**src/dfr_pkg.sv**
```systemverilog
// Shared types, constants and helper functions for the typed record stream deframer.
// Used by the parser, the field table scanner and the top level.
package dfr_pkg;

  // fixed layout constants
  localparam int LOCAL_TYPES    = 16;
  localparam int TYPE_W         = 4;
  localparam int MAX_FIELDS_DEF = 128;
  localparam int HEADER_LEN_DEF = 14;
  localparam int QUEUE_DEPTH    = 2;

  // parser phases, one-hot
  typedef enum logic [13:0] {
    PH_HDR      = 14'b00000000000001,
    PH_REC      = 14'b00000000000010,
    PH_DEFFIX   = 14'b00000000000100,
    PH_FIELD    = 14'b00000000001000,
    PH_DEVCNT   = 14'b00000000010000,
    PH_DEVDEF   = 14'b00000000100000,
    PH_DATA     = 14'b00000001000000,
    PH_CRC      = 14'b00000010000000,
    PH_ERR_SIG  = 14'b00000100000000,
    PH_ERR_HCRC = 14'b00001000000000,
    PH_ERR_UNDEF= 14'b00010000000000,
    PH_ERR_MANY = 14'b00100000000000,
    PH_ERR_CRC  = 14'b01000000000000,
    PH_PASSED   = 14'b10000000000000
  } phase_e;

  // byte class codes
  typedef enum logic [3:0] {
    CLS_HDR       = 4'd0,
    CLS_REC_HDR   = 4'd1,
    CLS_DEF_FIXED = 4'd2,
    CLS_FIELD_DEF = 4'd3,
    CLS_DEV_COUNT = 4'd4,
    CLS_DEV_DEF   = 4'd5,
    CLS_DATA      = 4'd6,
    CLS_DEV_DATA  = 4'd7,
    CLS_CRC       = 4'd8,
    CLS_IGNORED   = 4'd9
  } class_e;

  // status codes
  typedef enum logic [2:0] {
    ST_RUNNING  = 3'd0,
    ST_BAD_SIG  = 3'd1,
    ST_HDR_CRC  = 3'd2,
    ST_UNDEF    = 3'd3,
    ST_TOO_MANY = 3'd4,
    ST_FILE_CRC = 3'd5,
    ST_PASSED   = 3'd6
  } status_e;

  // input transaction
  typedef struct packed {
    logic [7:0] data_byte;
    logic       file_start;
  } item_t;

  // result transaction
  typedef struct packed {
    class_e     byte_class;
    logic [3:0] local_type;
    logic [6:0] field_index;
    logic [7:0] field_base_type;
    logic       field_last;
    logic       record_last;
    logic       compressed_time;
    logic [4:0] time_offset;
    status_e    status;
  } result_t;

  // scanner status toward the parser
  typedef struct packed {
    logic done;
    logic last;
  } scan_rsp_t;

  // one byte of the reflected crc-16, polynomial 0xA001
  function automatic logic [15:0] crc16_step(input logic [15:0] c, input logic [7:0] b);
    logic [15:0] r;
    r = c ^ {8'h00, b};
    for (int i = 0; i < 8; i++) begin
      r = r[0] ? ((r >> 1) ^ 16'hA001) : (r >> 1);
    end
    return r;
  endfunction

  // file signature bytes
  function automatic logic [7:0] sig_byte(input logic [1:0] idx);
    logic [7:0] r;
    unique case (idx)
      2'd0: r = 8'h2E;
      2'd1: r = 8'h46;
      2'd2: r = 8'h49;
      default: r = 8'h54;
    endcase
    return r;
  endfunction

  // local type of a record header, compressed timestamp bit first
  function automatic logic [TYPE_W-1:0] rec_type(input logic [7:0] h);
    return h[7] ? {2'b00, h[6:5]} : h[3:0];
  endfunction

endpackage

```
**src/dfr_fifo.sv**
```systemverilog
// Small synchronous queue with full and empty flags.
// Used for the input and result queues of the deframer; depth is a power of two.
module dfr_fifo #(
  parameter int WIDTH = 8,
  parameter int DEPTH = dfr_pkg::QUEUE_DEPTH
) (
  input  logic             clk_i,
  input  logic             rst_ni,
  input  logic             wr_i,
  input  logic [WIDTH-1:0] wdata_i,
  output logic             full_o,
  input  logic             rd_i,
  output logic [WIDTH-1:0] rdata_o,
  output logic             empty_o
);
  localparam int AW = $clog2(DEPTH);
  localparam int CW = $clog2(DEPTH + 1);

  logic [WIDTH-1:0] mem_q [DEPTH];
  logic [AW-1:0]    wptr_q, rptr_q;
  logic [CW-1:0]    cnt_q;
  logic             wr_en, rd_en;

  assign full_o  = (cnt_q == CW'(DEPTH));
  assign empty_o = (cnt_q == '0);
  assign wr_en   = wr_i & ~full_o;
  assign rd_en   = rd_i & ~empty_o;
  assign rdata_o = mem_q[rptr_q];

  // storage
  always_ff @(posedge clk_i) begin
    if (wr_en) begin
      mem_q[wptr_q] <= wdata_i;
    end
  end

  // pointers and fill count
  always_ff @(posedge clk_i or negedge rst_ni) begin
    if (!rst_ni) begin
      wptr_q <= '0;
      rptr_q <= '0;
      cnt_q  <= '0;
    end else begin
      if (wr_en) wptr_q <= wptr_q + 1'b1;
      if (rd_en) rptr_q <= rptr_q + 1'b1;
      if (wr_en && !rd_en) begin
        cnt_q <= cnt_q + 1'b1;
      end else if (rd_en && !wr_en) begin
        cnt_q <= cnt_q - 1'b1;
      end
    end
  end
endmodule

```
**config.mk**
```make
export PLATFORM = sky130hd
export DESIGN_NAME = dfr_fifo
export DESIGN_NICKNAME = d
export VERILOG_FILES = /design/src/dfr_pkg.sv /design/src/dfr_fifo.sv
export SDC_FILE = /design/constraint.sdc
export NUM_CORES = 1
export LEC_CHECK = 0
export BUFFER_PORTS_ARGS = -buffer_cell sky130_fd_sc_hd__buf_2
export CAP_MARGIN = 10
export CORE_MARGIN = 2
export CORE_UTILIZATION = 48
export DETAILED_ROUTE_END_ITERATION = 7
export PLACE_DENSITY = 0.8
export SETUP_SLACK_MARGIN = 0.02
export SYNTH_ARGS = -nofsm -noshare
export SYNTH_HDL_FRONTEND = slang
export SYNTH_SLANG_ARGS = --single-unit
```
**constraint.sdc**
```tcl
create_clock -name clk_i -period 1.7 [get_ports clk_i]
set_input_delay 0.085 -clock clk_i [delete_from_list [all_inputs] [get_ports clk_i]]
set_output_delay 0.085 -clock clk_i [all_outputs]
set_load 0.03 [all_outputs]
```
==> results.json <==
{
  "status": "complete, no violations",
  "design.die.area_mm2": 0.00197,
  "hold_class": "in -> reg",
  "floorplan.initialDensity": 0.513,
  "max-vdd-ir-drop_mv": 0.931,
  "maxCapViolCount": 0,
  "antenna_found_initial": 0,
  "p_leak_nw": 0.438,
  "first_iter_violations": 5,
  "fin_cells": 95,
  "overflow": 0,
  "cp-end-kind": "output port",
  "min_period_over_period": 0.898,
  "ys_warn_count": 0,
  "vias": 447,
  "gp_congestion": 0.634,
  "htreeDepth": 1,
  "n_antenna_cell": 0,
  "arrival_ns": 1.44,
  "grt_usage": 0.139,
  "cp.required_ns": 1.62,
  "postRouteAntennaNets": 0,
  "ys_seq_area_frac": 0.742,
  "dp.cells": 82,
  "setup_viol": 0,
  "fp.dieH_um": 44.4,
  "crit_fanout": 9,
  "cts.sinks": 20,
  "syn_nets": 57,
  "drc": 0,
  "io_buffers": 21,
  "clock_skew_ns": 0.00360,
  "synth_cell_types": 15,
  "final_area_mm2": 0.00103,
  "drv_slew": 0,
  "finalHoldViolCount": 0,
  "ios": 22,
  "cts_tree": "built",
  "drive_gt1_frac": 0.380,
  "synth_seq_cells": 20,
  "clkLatencyLatePin_ns": 0.28,
  "grt_max_degree": 12,
  "clk_pin_slew_ns": 0.10,
  "final_core_util": 0.678,
  "nNetsFinal": 93,
  "r2r_cells": 6,
  "rsz0062_at_grt": "false",
  "startpoint_type": "register",
  "fillers": 108,
  "routed_wl_um": 1160,
  "core_mm2": 0.00152,
  "grt_pass1_vias": 445,
  "cts_max_path_buffers": 2,
  "slew_headroom": 0.729,
  "post_dp_cell_area_um2": 917,
  "syn_area_um2": 782,
  "fin_setup_tns_ns": 0,
  "die_w_um": 44.4,
  "numCtsBuffers": 3,
  "wl_per_cell_um": 12.2,
  "fmax_ghz": 0.655,
  "via_per_inst": 4.71,
  "syn-instance-count": 44,
  "hpwl_um": 804,
  "power_density_mw_per_mm2": 1650,
  "worstMarginPinSlew_ns": 0.406,
  "critical_path_class": "reg -> out",
  "rows": 14,
  "avgSynthCellArea_um2": 17.8,
  "first_pass_iters": 4,
  "grt_pass1_wl_um": 1860,
  "syn_to_final_growth_pct": 32.2,
  "final.min_clock_period_ns": 1.53,
  "cts_root_buf": "clkbuf_4",
  "min_path_cells": 3
}
[cells in the mapped netlist]
master     n  area [um^2]
edfxtp_1  16          480
mux2_1     6         67.6
dfrtp_1    4          100
nor2_1     3         11.3
inv_1      2         7.51
mux2_2     2         22.5
xnor2_1    2         17.5
xor2_1     2         17.5
and3_1     1         6.26
buf_2      1         5.00
ha_1       1         12.5
nand2_2    1         6.26
nand2b_1   1         6.26
o21ai_1    1         5.00
xnor2_2    1         16.3
[per-stage QoR]
step	hold WS [ns]	setup slack (ns)	total power, mW
after floorplan	-0.211	0.308	1.30
after global placement	-0.104	0.282	1.47
after detailed placement	-0.103	0.221	1.50
after CTS	0.0786	0.151	1.73
after global routing	0.0782	0.0606	1.81
final	0.0846	0.173	1.70
[area by class of cell]
type	count	area, um^2	share of cell area
multi-input cells	21	189	0.183
flip-flops and latches	20	581	0.562
inverters	2	7.51	0.00726
clock buffers	3	22.5	0.0218
repair buffers	32	210	0.203
clock inverters	1	3.75	0.00363
well taps	16	20.0	0.0194
[power breakdown]
| group | internal, mW | switching [mW] |
|---|---|---|
| sequential | 0.684 | 0.109 |
| combinational | 0.286 | 0.412 |
| clock | 0.0851 | 0.128 |
| total | 1.06 | 0.648 |
[cell usage in the layout (no fill, tap or decap), drive strengths merged]
cell type and instances:
buf 23, edfxtp 16, dlygate4sd3 9, mux2 8
dfrtp 4, nor2 3, clkbuf 3, xnor2 3
inv 2, xor2 2, nand2b 1, nand2 1
o21ai 1, and3 1, ha 1, clkinv 1
[path summary, 6_finish.rpt]
kind | start | to | slack (ns)
worst min register to register | wptr_q$_DFFE_PN0N_ | wptr_q$_DFFE_PN0N_ | 0.53
max in group asynchronous | rst_ni | rptr_q$_DFFE_PN0P_ | 1.46
min in group asynchronous | rst_ni | wptr_q$_DFFE_PN0N_ | 0.12
worst min-delay path | wr_i | wptr_q$_DFFE_PN0N_ | 0.08
worst max register to register | cnt_q[0]$_DFFE_PN0P_ | cnt_q[1]$_DFFE_PN0P_ | 0.21
worst max-delay path | rptr_q$_DFFE_PN0P_ | rdata_o[0] | 0.17
[per-layer routing]
metal  vias to the layer above  wire [um]  global-route usage
li1                        229          -                   -
met1                       203        528               0.169
met2                        13        568               0.226
met3                         2         48              0.0367
met4                         0         10              0.0727
met5                         -          0                   0
[registers in the layout, summed over array words and instances, names as in the netlist]
name / flops
cnt_q: 2
rptr_q: 1
mem_q: 16
wptr_q: 1
[critical path, stage by stage, from the launching register on]
cell,delay (ns)
dfrtp_1,0.60
mux2_1,0.38
buf_2,0.18
[cells by family (layout without fill, tap and decap cells)]
group                      Yosys count  count (layout)  synth area share
adders and majority gates            1               1            0.0160
DFF                                 20              20             0.742
muxes                                8               8             0.115
AOI/OAI and AO/OA                    1               1           0.00639
xor gates and xnor gates             5               5            0.0656
buffers and inverters                3              38            0.0160
and+or+nand+nor                      6               6            0.0384
[timing repair]
action,CTS,global route
hold buffers,9,0
buffers inserted,0,0
gates resized for setup,0,0
endpoints found under the hold margin,20,0
(Power assumes the default switching activity.)
