`src/dfr_pkg.sv`:
```
// Shared types, constants and helper functions for the typed record stream deframer.
// Used by the parser, the field table scanner and the top level.
package dfr_pkg;

  // fixed layout constants
  localparam int LOCAL_TYPES    = 16;
  localparam int TYPE_W         = 4;
  localparam int MAX_FIELDS_DEF = 128;
  localparam int HEADER_LEN_DEF = 14;
  localparam int QUEUE_DEPTH    = 2;

  // parser phases, one-hot
  typedef enum logic [13:0] {
    PH_HDR      = 14'b00000000000001,
    PH_REC      = 14'b00000000000010,
    PH_DEFFIX   = 14'b00000000000100,
    PH_FIELD    = 14'b00000000001000,
    PH_DEVCNT   = 14'b00000000010000,
    PH_DEVDEF   = 14'b00000000100000,
    PH_DATA     = 14'b00000001000000,
    PH_CRC      = 14'b00000010000000,
    PH_ERR_SIG  = 14'b00000100000000,
    PH_ERR_HCRC = 14'b00001000000000,
    PH_ERR_UNDEF= 14'b00010000000000,
    PH_ERR_MANY = 14'b00100000000000,
    PH_ERR_CRC  = 14'b01000000000000,
    PH_PASSED   = 14'b10000000000000
  } phase_e;

  // byte class codes
  typedef enum logic [3:0] {
    CLS_HDR       = 4'd0,
    CLS_REC_HDR   = 4'd1,
    CLS_DEF_FIXED = 4'd2,
    CLS_FIELD_DEF = 4'd3,
    CLS_DEV_COUNT = 4'd4,
    CLS_DEV_DEF   = 4'd5,
    CLS_DATA      = 4'd6,
    CLS_DEV_DATA  = 4'd7,
    CLS_CRC       = 4'd8,
    CLS_IGNORED   = 4'd9
  } class_e;

  // status codes
  typedef enum logic [2:0] {
    ST_RUNNING  = 3'd0,
    ST_BAD_SIG  = 3'd1,
    ST_HDR_CRC  = 3'd2,
    ST_UNDEF    = 3'd3,
    ST_TOO_MANY = 3'd4,
    ST_FILE_CRC = 3'd5,
    ST_PASSED   = 3'd6
  } status_e;

  // input transaction
  typedef struct packed {
    logic [7:0] data_byte;
    logic       file_start;
  } item_t;

  // result transaction
  typedef struct packed {
    class_e     byte_class;
    logic [3:0] local_type;
    logic [6:0] field_index;
    logic [7:0] field_base_type;
    logic       field_last;
    logic       record_last;
    logic       compressed_time;
    logic [4:0] time_offset;
    status_e    status;
  } result_t;

  // scanner status toward the parser
  typedef struct packed {
    logic done;
    logic last;
  } scan_rsp_t;

  // one byte of the reflected crc-16, polynomial 0xA001
  function automatic logic [15:0] crc16_step(input logic [15:0] c, input logic [7:0] b);
    logic [15:0] r;
    r = c ^ {8'h00, b};
    for (int i = 0; i < 8; i++) begin
      r = r[0] ? ((r >> 1) ^ 16'hA001) : (r >> 1);
    end
    return r;
  endfunction

  // file signature bytes
  function automatic logic [7:0] sig_byte(input logic [1:0] idx);
    logic [7:0] r;
    unique case (idx)
      2'd0: r = 8'h2E;
      2'd1: r = 8'h46;
      2'd2: r = 8'h49;
      default: r = 8'h54;
    endcase
    return r;
  endfunction

  // local type of a record header, compressed timestamp bit first
  function automatic logic [TYPE_W-1:0] rec_type(input logic [7:0] h);
    return h[7] ? {2'b00, h[6:5]} : h[3:0];
  endfunction

endpackage

```
`src/dfr_parser.sv`:
```
// Record parser of the deframer: header check, record split, definitions, file crc.
// Depends on dfr_pkg; drives the field table scanner and the result queue.
module dfr_parser #(
  parameter int MAX_FIELDS = dfr_pkg::MAX_FIELDS_DEF,
  parameter int HEADER_LEN = dfr_pkg::HEADER_LEN_DEF
) (
  input  logic                                   clk_i,
  input  logic                                   rst_ni,
  input  dfr_pkg::item_t                         in_item_i,
  input  logic                                   in_valid_i,
  output logic                                   in_pop_o,
  input  logic                                   out_full_i,
  output logic                                   out_push_o,
  output dfr_pkg::result_t                       out_item_o,
  output logic                                   sc_start_o,
  output logic [$clog2(MAX_FIELDS+1)-1:0]        sc_from_o,
  output logic [dfr_pkg::TYPE_W-1:0]             sc_type_o,
  output logic [$clog2(MAX_FIELDS+1)-1:0]        sc_total_o,
  input  dfr_pkg::scan_rsp_t                     sc_rsp_i,
  input  logic [$clog2(MAX_FIELDS+1)-1:0]        sc_idx_i,
  input  logic [15:0]                            sc_entry_i,
  output logic                                   tw_we_o,
  output logic [dfr_pkg::TYPE_W-1:0]             tw_type_o,
  output logic [$clog2(MAX_FIELDS+1)-1:0]        tw_field_o,
  output logic [15:0]                            tw_data_o
);
  import dfr_pkg::*;

  localparam int FIDX_W = $clog2(MAX_FIELDS + 1);
  localparam int CW     = 10;

  // state
  phase_e            phase_q, phase_d, phase_c;
  logic [3:0]        pos_q, pos_d, pos_c;
  logic              sig_ok_q, sig_ok_d;
  logic [7:0]        hcrc_lo_q, hcrc_lo_d;
  logic [31:0]       dbl_q, dbl_d, dbl_c, dbl_a;
  logic [15:0]       crc_q, crc_d, crc_c;
  logic [7:0]        hdr_q, hdr_d, hdr_c;
  logic [FIDX_W-1:0] cf_q, cf_d, cf_c;
  logic [7:0]        fbl_q, fbl_d, fbl_c, fbl_n;
  logic [7:0]        base_q, base_d;
  logic [LOCAL_TYPES-1:0] def_q, def_d, def_c;
  logic              hs_q, hs_d, hs_c;
  logic [7:0]        normal_q [LOCAL_TYPES];
  logic [7:0]        dev_q [LOCAL_TYPES];

  // per-byte control
  logic              fs;
  logic [7:0]        b;
  logic [TYPE_W-1:0] t_sel;
  logic [7:0]        nfc, dfc;
  logic [CW-1:0]     tot;
  logic              crc_ph, wait_s, hs_req, fld_start, nwe, dwe, twe, commit;
  logic [15:0]       hc;
  phase_e            er_phase;
  result_t           res;

  assign fs     = in_item_i.file_start;
  assign b      = in_item_i.data_byte;
  assign commit = in_valid_i & ~out_full_i & ~wait_s;

  // state as seen by this byte, after a possible file restart
  always_comb begin
    phase_c = fs ? PH_HDR : phase_q;
    pos_c   = fs ? '0 : pos_q;
    dbl_c   = fs ? '0 : dbl_q;
    crc_c   = fs ? '0 : crc_q;
    hdr_c   = fs ? '0 : hdr_q;
    cf_c    = fs ? '0 : cf_q;
    fbl_c   = fs ? '0 : fbl_q;
    def_c   = fs ? '0 : def_q;
    hs_c    = fs ? 1'b0 : hs_q;
  end

  // current local type and its field counts
  assign t_sel  = (phase_c == PH_REC) ? rec_type(b) : rec_type(hdr_c);
  assign nfc    = normal_q[t_sel];
  assign dfc    = dev_q[t_sel];
  assign tot    = CW'(nfc) + CW'(dfc);
  assign crc_ph = (phase_c == PH_REC) || (phase_c == PH_DEFFIX) || (phase_c == PH_FIELD) ||
                  (phase_c == PH_DEVCNT) || (phase_c == PH_DEVDEF) || (phase_c == PH_DATA);
  assign dbl_a  = (crc_ph && dbl_c != '0) ? dbl_c - 32'd1 : dbl_c;
  assign er_phase = (dbl_a != '0) ? PH_REC : PH_CRC;
  assign fbl_n  = (fbl_c != 8'h00) ? fbl_c - 8'd1 : 8'h00;
  assign hc     = {b, hcrc_lo_q};

  // byte decode and next state
  always_comb begin
    phase_d   = phase_c;
    pos_d     = pos_c;
    sig_ok_d  = sig_ok_q;
    hcrc_lo_d = hcrc_lo_q;
    dbl_d     = dbl_a;
    crc_d     = crc_ph ? crc16_step(crc_c, b) : crc_c;
    hdr_d     = hdr_c;
    cf_d      = cf_c;
    fbl_d     = fbl_c;
    base_d    = base_q;
    def_d     = def_c;
    wait_s    = 1'b0;
    hs_req    = 1'b0;
    fld_start = 1'b0;
    nwe       = 1'b0;
    dwe       = 1'b0;
    twe       = 1'b0;
    tw_data_o = '0;
    res       = '0;
    res.byte_class = CLS_IGNORED;

    unique case (phase_c)
      PH_HDR: begin
        res.byte_class = CLS_HDR;
        pos_d = pos_c + 4'd1;
        if (pos_c < 4'd12) crc_d = crc16_step(crc_c, b);
        if (pos_c >= 4'd4 && pos_c < 4'd8) dbl_d[8*pos_c[1:0] +: 8] = b;
        if (pos_c == 4'd12) hcrc_lo_d = b;
        sig_ok_d = ((pos_c == 4'd0) ? 1'b1 : sig_ok_q) &
                   ((pos_c >= 4'd8 && pos_c < 4'd12) ? (b == sig_byte(pos_c[1:0])) : 1'b1);
        if (pos_c == 4'(HEADER_LEN - 1)) begin
          if (!sig_ok_d) begin
            phase_d = PH_ERR_SIG;
          end else if (HEADER_LEN >= 14 && hc != 16'h0000 && hc != crc_d) begin
            phase_d = PH_ERR_HCRC;
          end else begin
            crc_d   = '0;
            phase_d = (dbl_d != '0) ? PH_REC : PH_CRC;
            pos_d   = '0;
          end
        end
      end
      PH_REC: begin
        res.byte_class = CLS_REC_HDR;
        res.local_type = t_sel;
        hdr_d = b;
        if (b[7] || !b[6]) begin
          res.compressed_time = b[7];
          res.time_offset     = b[7] ? b[4:0] : 5'd0;
          if (!def_c[t_sel]) begin
            phase_d = PH_ERR_UNDEF;
          end else if (!(hs_c && sc_rsp_i.done)) begin
            wait_s = 1'b1;
            hs_req = ~hs_c;
          end else if (sc_rsp_i.last) begin
            res.record_last = 1'b1;
            phase_d = er_phase;
            pos_d   = '0;
          end else begin
            cf_d      = sc_idx_i;
            fbl_d     = sc_entry_i[15:8];
            base_d    = sc_entry_i[7:0];
            phase_d   = PH_DATA;
            fld_start = 1'b1;
          end
        end else begin
          def_d[t_sel] = 1'b0;
          pos_d   = '0;
          phase_d = PH_DEFFIX;
        end
      end
      PH_DEFFIX: begin
        res.byte_class = CLS_DEF_FIXED;
        res.local_type = t_sel;
        pos_d = pos_c + 4'd1;
        if (pos_c >= 4'd4) begin
          if (CW'(b) > CW'(MAX_FIELDS)) begin
            phase_d = PH_ERR_MANY;
          end else begin
            nwe   = 1'b1;
            cf_d  = '0;
            pos_d = '0;
            if (b != 8'h00) begin
              phase_d = PH_FIELD;
            end else if (hdr_c[5]) begin
              phase_d = PH_DEVCNT;
            end else begin
              res.record_last = 1'b1;
              def_d[t_sel] = 1'b1;
              phase_d = er_phase;
            end
          end
        end
      end
      PH_FIELD, PH_DEVDEF: begin
        res.byte_class  = (phase_c == PH_FIELD) ? CLS_FIELD_DEF : CLS_DEV_DEF;
        res.local_type  = t_sel;
        res.field_index = 7'(cf_c);
        if (pos_c == 4'd1) fbl_d = b;
        if (pos_c < 4'd2) begin
          pos_d = pos_c + 4'd1;
        end else begin
          res.field_last = 1'b1;
          pos_d     = '0;
          twe       = 1'b1;
          tw_data_o = (phase_c == PH_FIELD) ? {fbl_c, b} : {fbl_c, 8'h00};
          cf_d      = cf_c + 1'b1;
          if (phase_c == PH_FIELD && (CW'(cf_c) + CW'(1)) >= CW'(nfc)) begin
            if (hdr_c[5]) begin
              phase_d = PH_DEVCNT;
            end else begin
              res.record_last = 1'b1;
              def_d[t_sel] = 1'b1;
              phase_d = er_phase;
              pos_d   = '0;
            end
          end else if (phase_c == PH_DEVDEF && (CW'(cf_c) + CW'(1)) >= tot) begin
            res.record_last = 1'b1;
            def_d[t_sel] = 1'b1;
            phase_d = er_phase;
            pos_d   = '0;
          end
        end
      end
      PH_DEVCNT: begin
        res.byte_class = CLS_DEV_COUNT;
        res.local_type = t_sel;
        if (CW'(nfc) + CW'(b) > CW'(MAX_FIELDS)) begin
          phase_d = PH_ERR_MANY;
        end else begin
          dwe   = 1'b1;
          cf_d  = FIDX_W'(nfc);
          pos_d = '0;
          if (b == 8'h00) begin
            res.record_last = 1'b1;
            def_d[t_sel] = 1'b1;
            phase_d = er_phase;
          end else begin
            phase_d = PH_DEVDEF;
          end
        end
      end
      PH_DATA: begin
        res.local_type      = t_sel;
        res.field_index     = 7'(cf_c);
        res.compressed_time = hdr_c[7];
        res.time_offset     = hdr_c[7] ? hdr_c[4:0] : 5'd0;
        if (CW'(cf_c) < CW'(nfc)) begin
          res.byte_class      = CLS_DATA;
          res.field_base_type = base_q;
        end else begin
          res.byte_class = CLS_DEV_DATA;
        end
        fbl_d = fbl_n;
        if (fbl_n == 8'h00) begin
          if (!sc_rsp_i.done) begin
            wait_s = 1'b1;
          end else begin
            res.field_last = 1'b1;
            if (sc_rsp_i.last) begin
              res.record_last = 1'b1;
              phase_d = er_phase;
              pos_d   = '0;
            end else begin
              cf_d      = sc_idx_i;
              fbl_d     = sc_entry_i[15:8];
              base_d    = sc_entry_i[7:0];
              fld_start = 1'b1;
            end
          end
        end
      end
      PH_CRC: begin
        res.byte_class = CLS_CRC;
        if (pos_c == 4'd0) begin
          hdr_d = b;
          pos_d = 4'd1;
        end else begin
          phase_d = ({b, hdr_c} == crc_c) ? PH_PASSED : PH_ERR_CRC;
        end
      end
      default: res.byte_class = CLS_IGNORED;
    endcase

    // status follows the phase after this byte
    unique case (phase_d)
      PH_ERR_SIG:   res.status = ST_BAD_SIG;
      PH_ERR_HCRC:  res.status = ST_HDR_CRC;
      PH_ERR_UNDEF: res.status = ST_UNDEF;
      PH_ERR_MANY:  res.status = ST_TOO_MANY;
      PH_ERR_CRC:   res.status = ST_FILE_CRC;
      PH_PASSED:    res.status = ST_PASSED;
      default:      res.status = ST_RUNNING;
    endcase
  end

  // one scan per defined data record header, while the byte waits at the queue head
  assign hs_d = commit ? 1'b0 : ((in_valid_i & hs_req) ? 1'b1 : hs_q);

  // scanner and table write requests
  assign sc_start_o = (in_valid_i & hs_req) | (commit & fld_start);
  assign sc_from_o  = fld_start ? FIDX_W'(sc_idx_i + 1'b1) : '0;
  assign sc_type_o  = t_sel;
  assign sc_total_o = FIDX_W'(tot);
  assign tw_we_o    = commit & twe;
  assign tw_type_o  = t_sel;
  assign tw_field_o = cf_c;

  assign in_pop_o   = commit;
  assign out_push_o = commit;
  assign out_item_o = res;

  // per-type field counts
  always_ff @(posedge clk_i) begin
    if (commit && nwe) begin
      normal_q[t_sel] <= b;
      dev_q[t_sel]    <= 8'h00;
    end
    if (commit && dwe) begin
      dev_q[t_sel] <= b;
    end
  end

  // parser registers
  always_ff @(posedge clk_i or negedge rst_ni) begin
    if (!rst_ni) begin
      phase_q   <= PH_HDR;
      pos_q     <= '0;
      sig_ok_q  <= 1'b1;
      hcrc_lo_q <= '0;
      dbl_q     <= '0;
      crc_q     <= '0;
      hdr_q     <= '0;
      cf_q      <= '0;
      fbl_q     <= '0;
      base_q    <= '0;
      def_q     <= '0;
      hs_q      <= 1'b0;
    end else begin
      hs_q <= hs_d;
      if (commit) begin
        phase_q   <= phase_d;
        pos_q     <= pos_d;
        sig_ok_q  <= sig_ok_d;
        hcrc_lo_q <= hcrc_lo_d;
        dbl_q     <= dbl_d;
        crc_q     <= crc_d;
        hdr_q     <= hdr_d;
        cf_q      <= cf_d;
        fbl_q     <= fbl_d;
        base_q    <= base_d;
        def_q     <= def_d;
      end
    end
  end
endmodule

```
`config.mk`:
```
export PLATFORM = sky130hd
export DESIGN_NAME = dfr_parser
export DESIGN_NICKNAME = d
export VERILOG_FILES = /design/src/dfr_pkg.sv /design/src/dfr_parser.sv
export SDC_FILE = /design/constraint.sdc
export NUM_CORES = 1
export LEC_CHECK = 0
export ABC_AREA = 0
export BUFFER_PORTS_ARGS = -buffer_cell sky130_fd_sc_hd__buf_2
export CAP_MARGIN = 20
export CORE_MARGIN = 5
export CORE_UTILIZATION = 30
export CTS_BUF_LIST = sky130_fd_sc_hd__clkbuf_16
export DETAILED_ROUTE_END_ITERATION = 10
export PLACE_DENSITY = 0.5
export RECOVER_POWER = 25
export SLEW_MARGIN = 20
export SYNTH_ARGS = -nofsm -noshare
export SYNTH_HDL_FRONTEND = slang
export SYNTH_SLANG_ARGS = --single-unit
```
`constraint.sdc`:
```
create_clock -name clk_i -period 15.2 [get_ports clk_i]
set_clock_uncertainty 0.1 [all_clocks]
set_input_delay 1.52 -clock clk_i [delete_from_list [all_inputs] [get_ports clk_i]]
set_output_delay 1.52 -clock clk_i [all_outputs]
set_load 0.05 [all_outputs]
```
==> flow_summary.json <==
{
  "status": "finished, violations left",
  "violations": "capacitance limit, slew limit",
  "design.final.nets": 2920,
  "timing.hold.worst_endpoint": "def_q[1]",
  "slowest_delay_ns": 1.38,
  "crit_path_start_kind": "input pin",
  "groute.usage.overall": 0.216,
  "place_congestion": 0.955,
  "timing.max_cap.violations": 10,
  "grt_pass1_wl_um": 145000,
  "p_leak_uw": 0.0109,
  "vdd_drop_max_uv": 69.9,
  "initial_core_util": 0.301,
  "tightest_slew_ns": 3.84,
  "cp-end-kind": "primary output",
  "final.period_utilization": 0.847,
  "post_drt_wl_per_cell_um": 25.0,
  "routed_wirelength_um": 98100,
  "final-hold-violation-count": 0,
  "finalWorstPathRequiredPeriod_ns": 12.87,
  "r2r_cells": 21,
  "maxClockFrequency_ghz": 0.0777,
  "die_y_um": 297,
  "ff_latch_area_um2": 10800,
  "cp_slowest_cell": "clkbuf_1",
  "postSynth.asyncResetShare": 0.326,
  "die_w_um": 297,
  "fillers": 8441,
  "path_common_cell": "a21oi_1",
  "prevailing_post_synth_register_cell": "edfxtp_1",
  "min-delay-path-class": "register to register",
  "slew-limit-headroom": -1.56,
  "dp.final_hpwl_um": 66800,
  "synth_area_per_cell_um2": 8.90,
  "numPortBuffers": 124,
  "cts_num_sinks": 380,
  "cts_max_path_buffers": 3,
  "seq_power_share": 0.351,
  "share_clk_of_total_power": 0.315,
  "synth-seq-cells": 380,
  "mappedNetlistArea_um2": 24600,
  "worst-endpoint-required_ns": 13.58,
  "mappedNetlistNets": 2867,
  "tritoncts": "built",
  "worst_hold_path.num_cells": 2,
  "switching_share": 0.389,
  "drc": 0,
  "yosys.cell_types.count": 107,
  "rrSetupSlack_ns": 6.74,
  "timing.hold.worst.start": "def_q[1]",
  "number_of_endpoints_failing_setup_at_the_final_stage": 0,
  "logic_pwr_share": 0.334,
  "antenna_found_initial": 4,
  "route.vias.total": 22800,
  "multi_input_combinational_cell_area_um2": 12800,
  "rsz0062_at_grt": "no",
  "stdcell_count": 3927,
  "post_route_cells_drive_above_1_share": 0.131,
  "hold_buffers": 0,
  "timing.rr.end": "dev_q[12][2]",
  "internal_power_uw": 2270,
  "area_growth_from_synthesis_to_layout_pct": 13.5,
  "boundaryPins": 125,
  "design.die.area_um2": 87900,
  "post_dp_cell_area_um2": 26400,
  "clkTransAtPathRegs_ns": 0.07,
  "worst-endpoint-arrival_ns": 11.25,
  "drt_iter0_markers": 2401,
  "vias_in_the_first_global_route": 22200,
  "p_sw_uw": 1440,
  "cts_buffers": 47,
  "drt-pass1-iter-count": 5,
  "cts.repair_timing.setup_buffer_count": 0,
  "synth_warnings": 0,
  "htreeDepth": 2,
  "core_outline_area_um2": 81700,
  "postSynthCellCount": 2767,
  "seq_area_frac_synth": 0.438,
  "cts-root-buf": "clkbuf_16",
  "final_ant_viol_nets": 0,
  "post-place-cells": 3838,
  "cts.repair.resized": 0,
  "maxSlewViolCount": 338,
  "tns_ns": 0,
  "worst-setup-path-type": "input pin to primary output",
  "largest_net_degree_at_the_start_of_global_routing": 79,
  "via_density_per_instance": 5.80,
  "critical_path.max_fanout": 34,
  "synth_enable_flop_cells": 256,
  "power-per-cell-area_nw_per_um2": 133,
  "standard_cell_rows": 105,
  "finalInstanceArea_um2": 28000,
  "clock_insertion_delay_worst_skew_ns": 0.62,
  "globalRouteOverflowTotal": 0,
  "reg2reg_from": "phase_q[4]"
}
-- sequential cells by signal, indices dropped and copies added (netlist names) --
signal     cells
phase_q       14
dbl_q         32
fbl_q          8
hcrc_lo_q      8
hdr_q          8
hs_q           1
dev_q        128
base_q         8
sig_ok_q       1
pos_q          4
crc_q         16
cf_q           8
def_q         16
normal_q     128
-- critical path: cells and delay by family --
kind / cells / cell delay [ns]
AOI/OAI and AO/OA: 11 / 1.72
xor gates and xnor gates: 1 / 0.13
adders and majority gates: 3 / 0.90
buffers and inverters: 8 / 4.42
and+or+nand+nor: 7 / 2.52
-- power groups by stage --
| stage | sequential, uW | clock (uW) | combinational [uW] |
|---|---|---|---|
| global route | 1310 | 1240 | 1340 |
| CTS | 1300 | 1190 | 1230 |
| global placement | 1320 | 0 | 1210 |
| finish | 1300 | 1170 | 1240 |
| detailed placement | 1320 | 0 | 1230 |
| floorplan | 1230 | 0 | 919 |
-- kinds of logic (layout without fill, tap and decap cells) --
logic type | count (synthesis) | count (layout) | synth area share
flip-flops | 380 | 380 | 0.438
adder cells (fa/ha/maj) | 61 | 61 | 0.0316
other | 0 | 1 | 0
XOR/XNOR | 84 | 84 | 0.0330
AND/OR/NAND/NOR | 1182 | 1182 | 0.231
AO/OA/AOI/OAI | 733 | 733 | 0.195
buffers and inverters | 272 | 361 | 0.0467
multiplexers | 55 | 55 | 0.0243
-- layout make-up --
cell class                 instances  share of cell area
inverter                          73             0.00989
antenna                            1           0.0000895
sequential                       380               0.386
clock buffer                      47              0.0421
timing repair buffer             203              0.0414
clock inverter                    38              0.0149
multi-input combinational       2115               0.458
tap                             1070              0.0479
-- cells in the mapped netlist, types with 29 or more instances --
cell type | n | area (um^2)
a21oi_1 | 171 | 856
a31oi_1 | 67 | 419
and3_1 | 70 | 438
buf_2 | 40 | 200
clkbuf_1 | 124 | 465
dfrtp_1 | 122 | 3050
edfxtp_1 | 256 | 7690
ha_1 | 59 | 738
inv_1 | 71 | 267
mux2_2 | 29 | 327
nand2_1 | 465 | 1750
nand3_1 | 123 | 616
nor2_1 | 216 | 811
nor2b_1 | 42 | 263
nor3_1 | 81 | 405
nor4_1 | 29 | 181
o21ai_0 | 154 | 771
o22ai_1 | 37 | 231
xnor2_1 | 53 | 464
-- worst max-delay path by stage --
stage          depth (start not counted)  slack [ns]            end          from
3_5_place_dp                          30        3.64  out_item_o[0]  in_item_i[0]
4_1_cts                               32        3.60  out_item_o[0]  in_item_i[0]
2_1_floorplan                         33        4.21  out_item_o[0]  in_item_i[0]
5_1_grt                               28        1.81  out_item_o[0]  in_item_i[8]
6_report                              30        2.33  out_item_o[0]  in_item_i[8]
3_3_place_gp                          32        3.64  out_item_o[0]  in_item_i[0]
-- cells in the final DEF (no fill, tap or decap), types with 19 or more instances in the layout --
cell         n
edfxtp_1   256
nor4_1      28
nand2_1    465
o21ai_1     19
and2_1      19
a211oi_1    23
xnor2_1     53
o31ai_1     24
a22oi_1     24
nor3_1      73
nand3_1    123
clkbuf_16   47
inv_1       74
xor2_1      25
ha_1        59
nand4_1     23
a21oi_1    169
buf_4       65
o21ai_0    154
mux2i_1     25
a31oi_1     66
and3_1      70
buf_2      119
a22o_1      19
or3_1       19
nor2_1     213
o22ai_1     37
dfrtp_1    122
nor2b_1     42
mux2_2      28
-- stage by stage --
step | util | power [uW] | hold WS [ns] | worst slack, ns
finish | 0.342 | 3710 | 0.385 | 2.33
global route | 0.342 | 3900 | 0.414 | 1.81
CTS | 0.342 | 3720 | 0.384 | 3.60
detailed placement | 0.323 | 2550 | 0.368 | 3.64
global placement | 0.323 | 2530 | 0.361 | 3.64
floorplan | - | 2150 | 0.348 | 4.21
-- layer usage --
metal | share of wire | wire (um) | GRT usage | vias up
met5 | 0 | 0 | 0 | -
met4 | 0.046 | 4470 | 0.0935 | 0
met3 | 0.068 | 6700 | 0.0305 | 239
met2 | 0.47 | 45900 | 0.354 | 1056
met1 | 0.42 | 41000 | 0.285 | 11200
li1 | - | - | - | 10300
Power figures use the tool's default switching activity.
